<file path="config.mk">
export PLATFORM = sky130hd
export DESIGN_NAME = mset_table
export DESIGN_NICKNAME = d
export VERILOG_FILES = /design/src/sv/mset_pkg.sv /design/src/sv/mset_cell.sv /design/src/sv/mset_table.sv
export SDC_FILE = /design/constraint.sdc
export NUM_CORES = 2
export LEC_CHECK = 0
export ABC_AREA = 0
export BUFFER_PORTS_ARGS = -buffer_cell sky130_fd_sc_hd__buf_2
export CAP_MARGIN = 20
export CORE_UTILIZATION = 40
export DETAILED_ROUTE_END_ITERATION = 10
export SLEW_MARGIN = 20
export SYNTH_ARGS = -nofsm -noshare
export SYNTH_HDL_FRONTEND = slang
export SYNTH_SLANG_ARGS = --single-unit
</file>
<file path="constraint.sdc">
create_clock -name clk -period 4 [get_ports clk]
set_input_delay 0.2 -clock clk [delete_from_list [all_inputs] [get_ports clk]]
set_output_delay 0.2 -clock clk [all_outputs]
set_load 0.005 [all_outputs]
</file>
<file path="src/sv/mset_pkg.sv">
// ----------------------------------------------------------------------------
// mset_pkg
// Shared types and codes for the multiset table engine.
// ----------------------------------------------------------------------------
package mset_pkg;

    localparam logic [2:0] OP_INSERT = 3'd0;
    localparam logic [2:0] OP_QUERY  = 3'd1;
    localparam logic [2:0] OP_UNION  = 3'd2;
    localparam logic [2:0] OP_INTER  = 3'd3;
    localparam logic [2:0] OP_SUM    = 3'd4;
    localparam logic [2:0] OP_DIFF   = 3'd5;

    localparam logic [1:0] ST_OK   = 2'd0;
    localparam logic [1:0] ST_FULL = 2'd1;
    localparam logic [1:0] ST_SAT  = 2'd2;

    localparam logic [15:0] COUNT_MAX = 16'hFFFF;

    typedef struct packed {
        logic [2:0]         opcode;
        logic               set_sel;
        logic signed [31:0] value;
        logic [15:0]        count;
    } item_t;

    typedef struct packed {
        logic signed [31:0] value_out;
        logic [15:0]        count_out;
        logic [5:0]         cardinality;
        logic               empty_res;
        logic               last;
        logic [1:0]         status;
    } result_t;

    typedef struct packed {
        logic        app_en;
        logic        upd_en;
        logic [15:0] cnt;
    } tbl_ctl_t;

endpackage

</file>
<file path="src/sv/mset_cell.sv">
// ----------------------------------------------------------------------------
// mset_cell
// One table entry: value and count, shifts from its neighbor on append.
// ----------------------------------------------------------------------------
module mset_cell #(
    parameter int VALUE_BITS = 32
) (
    input  logic                  clk,
    input  logic                  shift_en,
    input  logic                  upd_en,
    input  logic [VALUE_BITS-1:0] prev_val,
    input  logic [15:0]           prev_cnt,
    input  logic [15:0]           upd_cnt,
    input  logic [VALUE_BITS-1:0] key,
    output logic [VALUE_BITS-1:0] val,
    output logic [15:0]           cnt,
    output logic                  hit
);
    logic [VALUE_BITS-1:0] val_reg;
    logic [15:0]           cnt_reg;

    always_ff @(posedge clk)
    begin
        if (shift_en)
        begin
            val_reg <= prev_val;
            cnt_reg <= prev_cnt;
        end
        else if (upd_en)
        begin
            cnt_reg <= upd_cnt;
        end
    end

    assign val = val_reg;
    assign cnt = cnt_reg;
    assign hit = (val_reg == key);
endmodule

</file>
<file path="src/sv/mset_table.sv">
// ----------------------------------------------------------------------------
// mset_table
// Chain of entry cells with size, key search and read by insertion order.
// ----------------------------------------------------------------------------
module mset_table #(
    parameter int TABLE_DEPTH = 32,
    parameter int VALUE_BITS  = 32,
    parameter int SW          = $clog2(TABLE_DEPTH + 1)
) (
    input  logic                     clk,
    input  logic                     rst_n,
    input  mset_pkg::tbl_ctl_t       ctl,
    input  logic [VALUE_BITS-1:0]    key,
    input  logic [SW-1:0]            rd_idx,
    output logic                     hit,
    output logic [15:0]              hit_cnt,
    output logic [VALUE_BITS-1:0]    rd_val,
    output logic [15:0]              rd_cnt,
    output logic [SW-1:0]            size
);
    import mset_pkg::*;

    localparam int IW = $clog2(TABLE_DEPTH);

    logic [SW-1:0]         size_reg;
    logic [VALUE_BITS-1:0] cval [TABLE_DEPTH];
    logic [15:0]           ccnt [TABLE_DEPTH];
    logic [TABLE_DEPTH-1:0] chit;
    logic [TABLE_DEPTH-1:0] cvalid;
    logic [SW-1:0]         rd_cell;

    always_ff @(posedge clk or negedge rst_n)
    begin
        if (!rst_n)
        begin
            size_reg <= '0;
        end
        else if (ctl.app_en)
        begin
            size_reg <= size_reg + SW'(1);
        end
    end

    for (genvar k = 0; k < TABLE_DEPTH; k++)
    begin : g_cell
        logic [VALUE_BITS-1:0] pv;
        logic [15:0]           pc;
        if (k == 0)
        begin : g_head
            assign pv = key;
            assign pc = ctl.cnt;
        end
        else
        begin : g_body
            assign pv = cval[k-1];
            assign pc = ccnt[k-1];
        end
        assign cvalid[k] = (SW'(k) < size_reg);
        mset_cell #(.VALUE_BITS(VALUE_BITS)) u_cell (
            .clk      (clk),
            .shift_en (ctl.app_en),
            .upd_en   (ctl.upd_en & chit[k] & cvalid[k]),
            .prev_val (pv),
            .prev_cnt (pc),
            .upd_cnt  (ctl.cnt),
            .key      (key),
            .val      (cval[k]),
            .cnt      (ccnt[k]),
            .hit      (chit[k])
        );
    end

    always_comb
    begin
        hit     = 1'b0;
        hit_cnt = '0;
        for (int k = 0; k < TABLE_DEPTH; k++)
        begin
            if (chit[k] && cvalid[k])
            begin
                hit     = 1'b1;
                hit_cnt = hit_cnt | ccnt[k];
            end
        end
    end

    // insertion index i sits in cell size-1-i
    assign rd_cell = size_reg - SW'(1) - rd_idx;
    assign rd_val  = cval[rd_cell[IW-1:0]];
    assign rd_cnt  = ccnt[rd_cell[IW-1:0]];
    assign size    = size_reg;
endmodule

</file>
==> metrics.md <==
| Metric | Value |
|---|---|
| Status | complete, but fails checks |
| Failing checks | negative setup slack |
| Ys async rst share | 0.003891 |
| Flop pwr share | 0.286 |
| Post-Syn Instances | 6,576 |
| Switching part of the total power | 0.4135 |
| Worst setup EP type | output pin |
| Commonest non-fill, non-tap cells in the layout | edfxtp_1, nand2_1, xnor2_1 |
| Post-Route WL | 348,600 um |
| Max reg flops | 1,024 |
| Post-Syn Area | 82,380 um^2 |
| Pwr Density | 716.6 nW/um^2 |
| Worst skew pair latency | 0.87 ns |
| Avg Inst Size Synth | 12.53 um^2 |
| DRC Markers | 0 |
| First-pass GRT wire length | 475,900 um |
| Die X | 455.8 um |
| Area grow syn2layout | 18.82% |
| Top_reg_cell synth | edfxtp_1 |
| Post-DRT Antenna Nets | 0 |
| Rows | 166 |
| TritonCTS clock tree | done |
| Die height | 455.8 um |
| Vias post-DR | 61,870 |
| Largest cells by area after synthesis | edfxtp_1, mux4_2, xnor2_1 |
| Slew @ Worst Pin | 1.095 ns |
| Final Util | 0.4784 |
| Type of origin of the critical path | register |
| Drt first pass iters | 8 |
| Vias in the first global route | 58,510 |
| Slew headroom | 0.2693 |
| H-tree depth | 4 |
| Setup violators final | 49 |
| Yosys top cell by area | edfxtp_1 |
| CTS Buf Count | 172 |
| Overall Power | 70.14 mW |
| CP max FO | 8 |
| DRT iter0 DRCs | 9,936 |
| Final #Nets | 7,061 |
| Layout Skew | 0.06007 ns |
| RSZ-0062 raised after global routing | yes |
| Maximum VDD drop | 0.7425 mV |
| Die area | 207,800 um^2 |
| Post-route setup slack | -0.3194 ns |
| Share of cells above drive strength 1 | 0.2368 |
| Clock root buffer | clkbuf_16 |
| Fillers | 17,960 |
| Initial antenna violation count | 18 |
| Min Tclk post-route | 4.319 ns |
| Crit path DAT | 4.12 ns |
| Boundary pin count | 129 |
| Commonest non-fill, non-tap cell in the layout | edfxtp_1 |
| Min-delay worst type | in -> reg |
| Number of hold violations in the final report | 0 |
| Final Max Slew Viols | 0 |
| Crit Path Class | reg -> out |
| Core area | 204,600 um^2 |
| EDFF count, synth | 1,536 |
| I/O Buffers | 127 |
| Placer Congestion | 1.045 |
| CTS max path bufs | 3 |
| Share of the synthesized area in the top cell type | 0.5599 |
| Setup TNS | -9.409 ns |
| Cell Int Power | 41.14 mW |
| Initial Util | 0.4027 |
| Max cap viols | 0 |
| Period Utilization, post-route | 1.080 |
| Global Route Usage Sum | 0.3287 |
| Yosys warnings | 0 |
| DP HPWL | 261,600 um |
| Sequential area share after synthesis | 0.5617 |
| Drt wl/cell | 35.41 um |
| Cell variety after synth | 68 |
| Clock power frac | 0.219 |
| Clock transition at the registers of the reported paths | 0.06 ns |
| Leak | 34.49 nW |
| CP required | 3.80 ns |
| Psw | 29.00 mW |
| Largest net degree at the start of global routing | 165 |
| WHS | 0.08098 ns |
| Combinational power share | 0.495 |
| Max frequency | 231.5 MHz |
| GRT overflow | 0 |
| Synth Net Count | 6,642 |
| Synth Register Bits | 1,542 |
| CTS sink count | 1,542 |
| Vias per Instance | 6.284 |
## layer usage
metal | vias to the layer above | track usage | share of wire | wire (um)
li1 | 25360 | - | - | -
met3 | 681 | 0.1072 | 0.12 | 43510
met4 | 14 | 0.1683 | 0.060 | 20930
met1 | 31640 | 0.4392 | 0.39 | 134300
met5 | - | 0 | 0.00026 | 91
met2 | 4180 | 0.4763 | 0.43 | 149700
## through the flow
step | instance area (um^2) | cells | setup slack [ns]
2_1_floorplan | 82380 | 6576 | 0.6553
3_3_place_gp | 88660 | 9388 | 0.1720
3_5_place_dp | 88680 | 9390 | 0.1816
4_1_cts | 96760 | 9800 | -0.3420
5_1_grt | 97860 | 9838 | -0.3522
6_report | 97880 | 9845 | -0.3194
## critical path, cell delays in order (launching register included)
cell and delay, ns:
dfrtp_1 0.38, ha_4 0.15, inv_2 0.03, fa_4 0.79
buf_12 0.19, buf_16 0.20, buf_4 0.14, mux4_2 0.47
nand2_1 0.08, nand3_1 0.22, nand3_1 0.15, o21ai_0 0.09
buf_4 0.19, buf_2 0.13
## cell usage after synthesis, drive strengths merged, types with 5 or more instances
cell type  instances
dfrtp              6
o32ai             31
a21oi              5
o22ai             48
inv              130
clkbuf           227
edfxtp          1536
a311oi            30
xor2             224
nand3            327
ha                 7
xnor2            806
mux4             384
buf              284
nor3              44
a32o              15
o2111ai           63
and4              19
a211oi             7
nand2           1422
and2              47
and3              24
nor4             159
a2111oi            7
nor2              76
nand4            423
o21ai            184
## power by group through the flow
stage / sequential, mW / combinational (mW) / clock [mW]
after floorplan: 20.0 / 14.8 / 0
after global placement: 20.3 / 28.2 / 0
after detailed placement: 20.4 / 28.2 / 0
after CTS: 20.0 / 32.5 / 15.4
after global routing: 20.2 / 35.5 / 16.0
final: 20.1 / 34.7 / 15.4
## kinds of logic (layout without fill, tap and decap cells)
family / Yosys count / in the layout / synth area share
AND/OR/NAND/NOR: 2558 / 2558 / 0.1477
flip-flops: 1542 / 1542 / 0.5617
XOR/XNOR: 1030 / 1030 / 0.1097
buffers and inverters: 641 / 1201 / 0.03996
AO/OA/AOI/OAI: 413 / 413 / 0.03463
multiplexers: 384 / 384 / 0.1050
adder cells (fa/ha/maj): 8 / 8 / 0.001306
other: 0 / 21 / 0
## area by class of cell
cell class              count  area [um^2]  area share
diodes                     21        52.55   0.0005369
clock buffers             217         4558     0.04657
clock inverters            98        721.9    0.007376
inverters                 130        490.5    0.005011
multi-input cells        4393        34930      0.3569
flip-flops and latches   1542        46280      0.4728
well taps                2688         3363     0.03436
repair buffers            756         7483     0.07646
## path summary, 6_finish.rpt
| path | slack, ns | cells after the start | startpoint | to |
|---|---|---|---|---|
| max in group asynchronous | 3.33 | 3 | rst_n | size[4] |
| min in group asynchronous | 0.35 | 3 | rst_n | size[0] |
| worst max register to register | 0.65 | 8 | g_cell[22].u_cell.val[20] | g_cell[22].u_cell.cnt[10] |
| worst min register to register | 0.48 | 0 | g_cell[9].u_cell.val[1] | g_cell[10].u_cell.val[1] |
| worst max-delay path | -0.32 | 13 | size[0] | rd_cnt[6] |
| worst min-delay path | 0.08 | 2 | key[24] | g_cell[0].u_cell.val[24] |
## repair_timing
| action | 4_1_cts | 5_1_grt |
|---|---|---|
| pin swaps | 50 | 39 |
| setup endpoints to repair | 65 | 65 |
| gates resized for setup | 311 | 151 |
| endpoints found under the hold margin | 279 | 0 |
| buffers inserted | 44 | 21 |
| gates cloned | 16 | 4 |
| hold buffers | 36 | 0 |
Power figures use the tool's default switching activity.
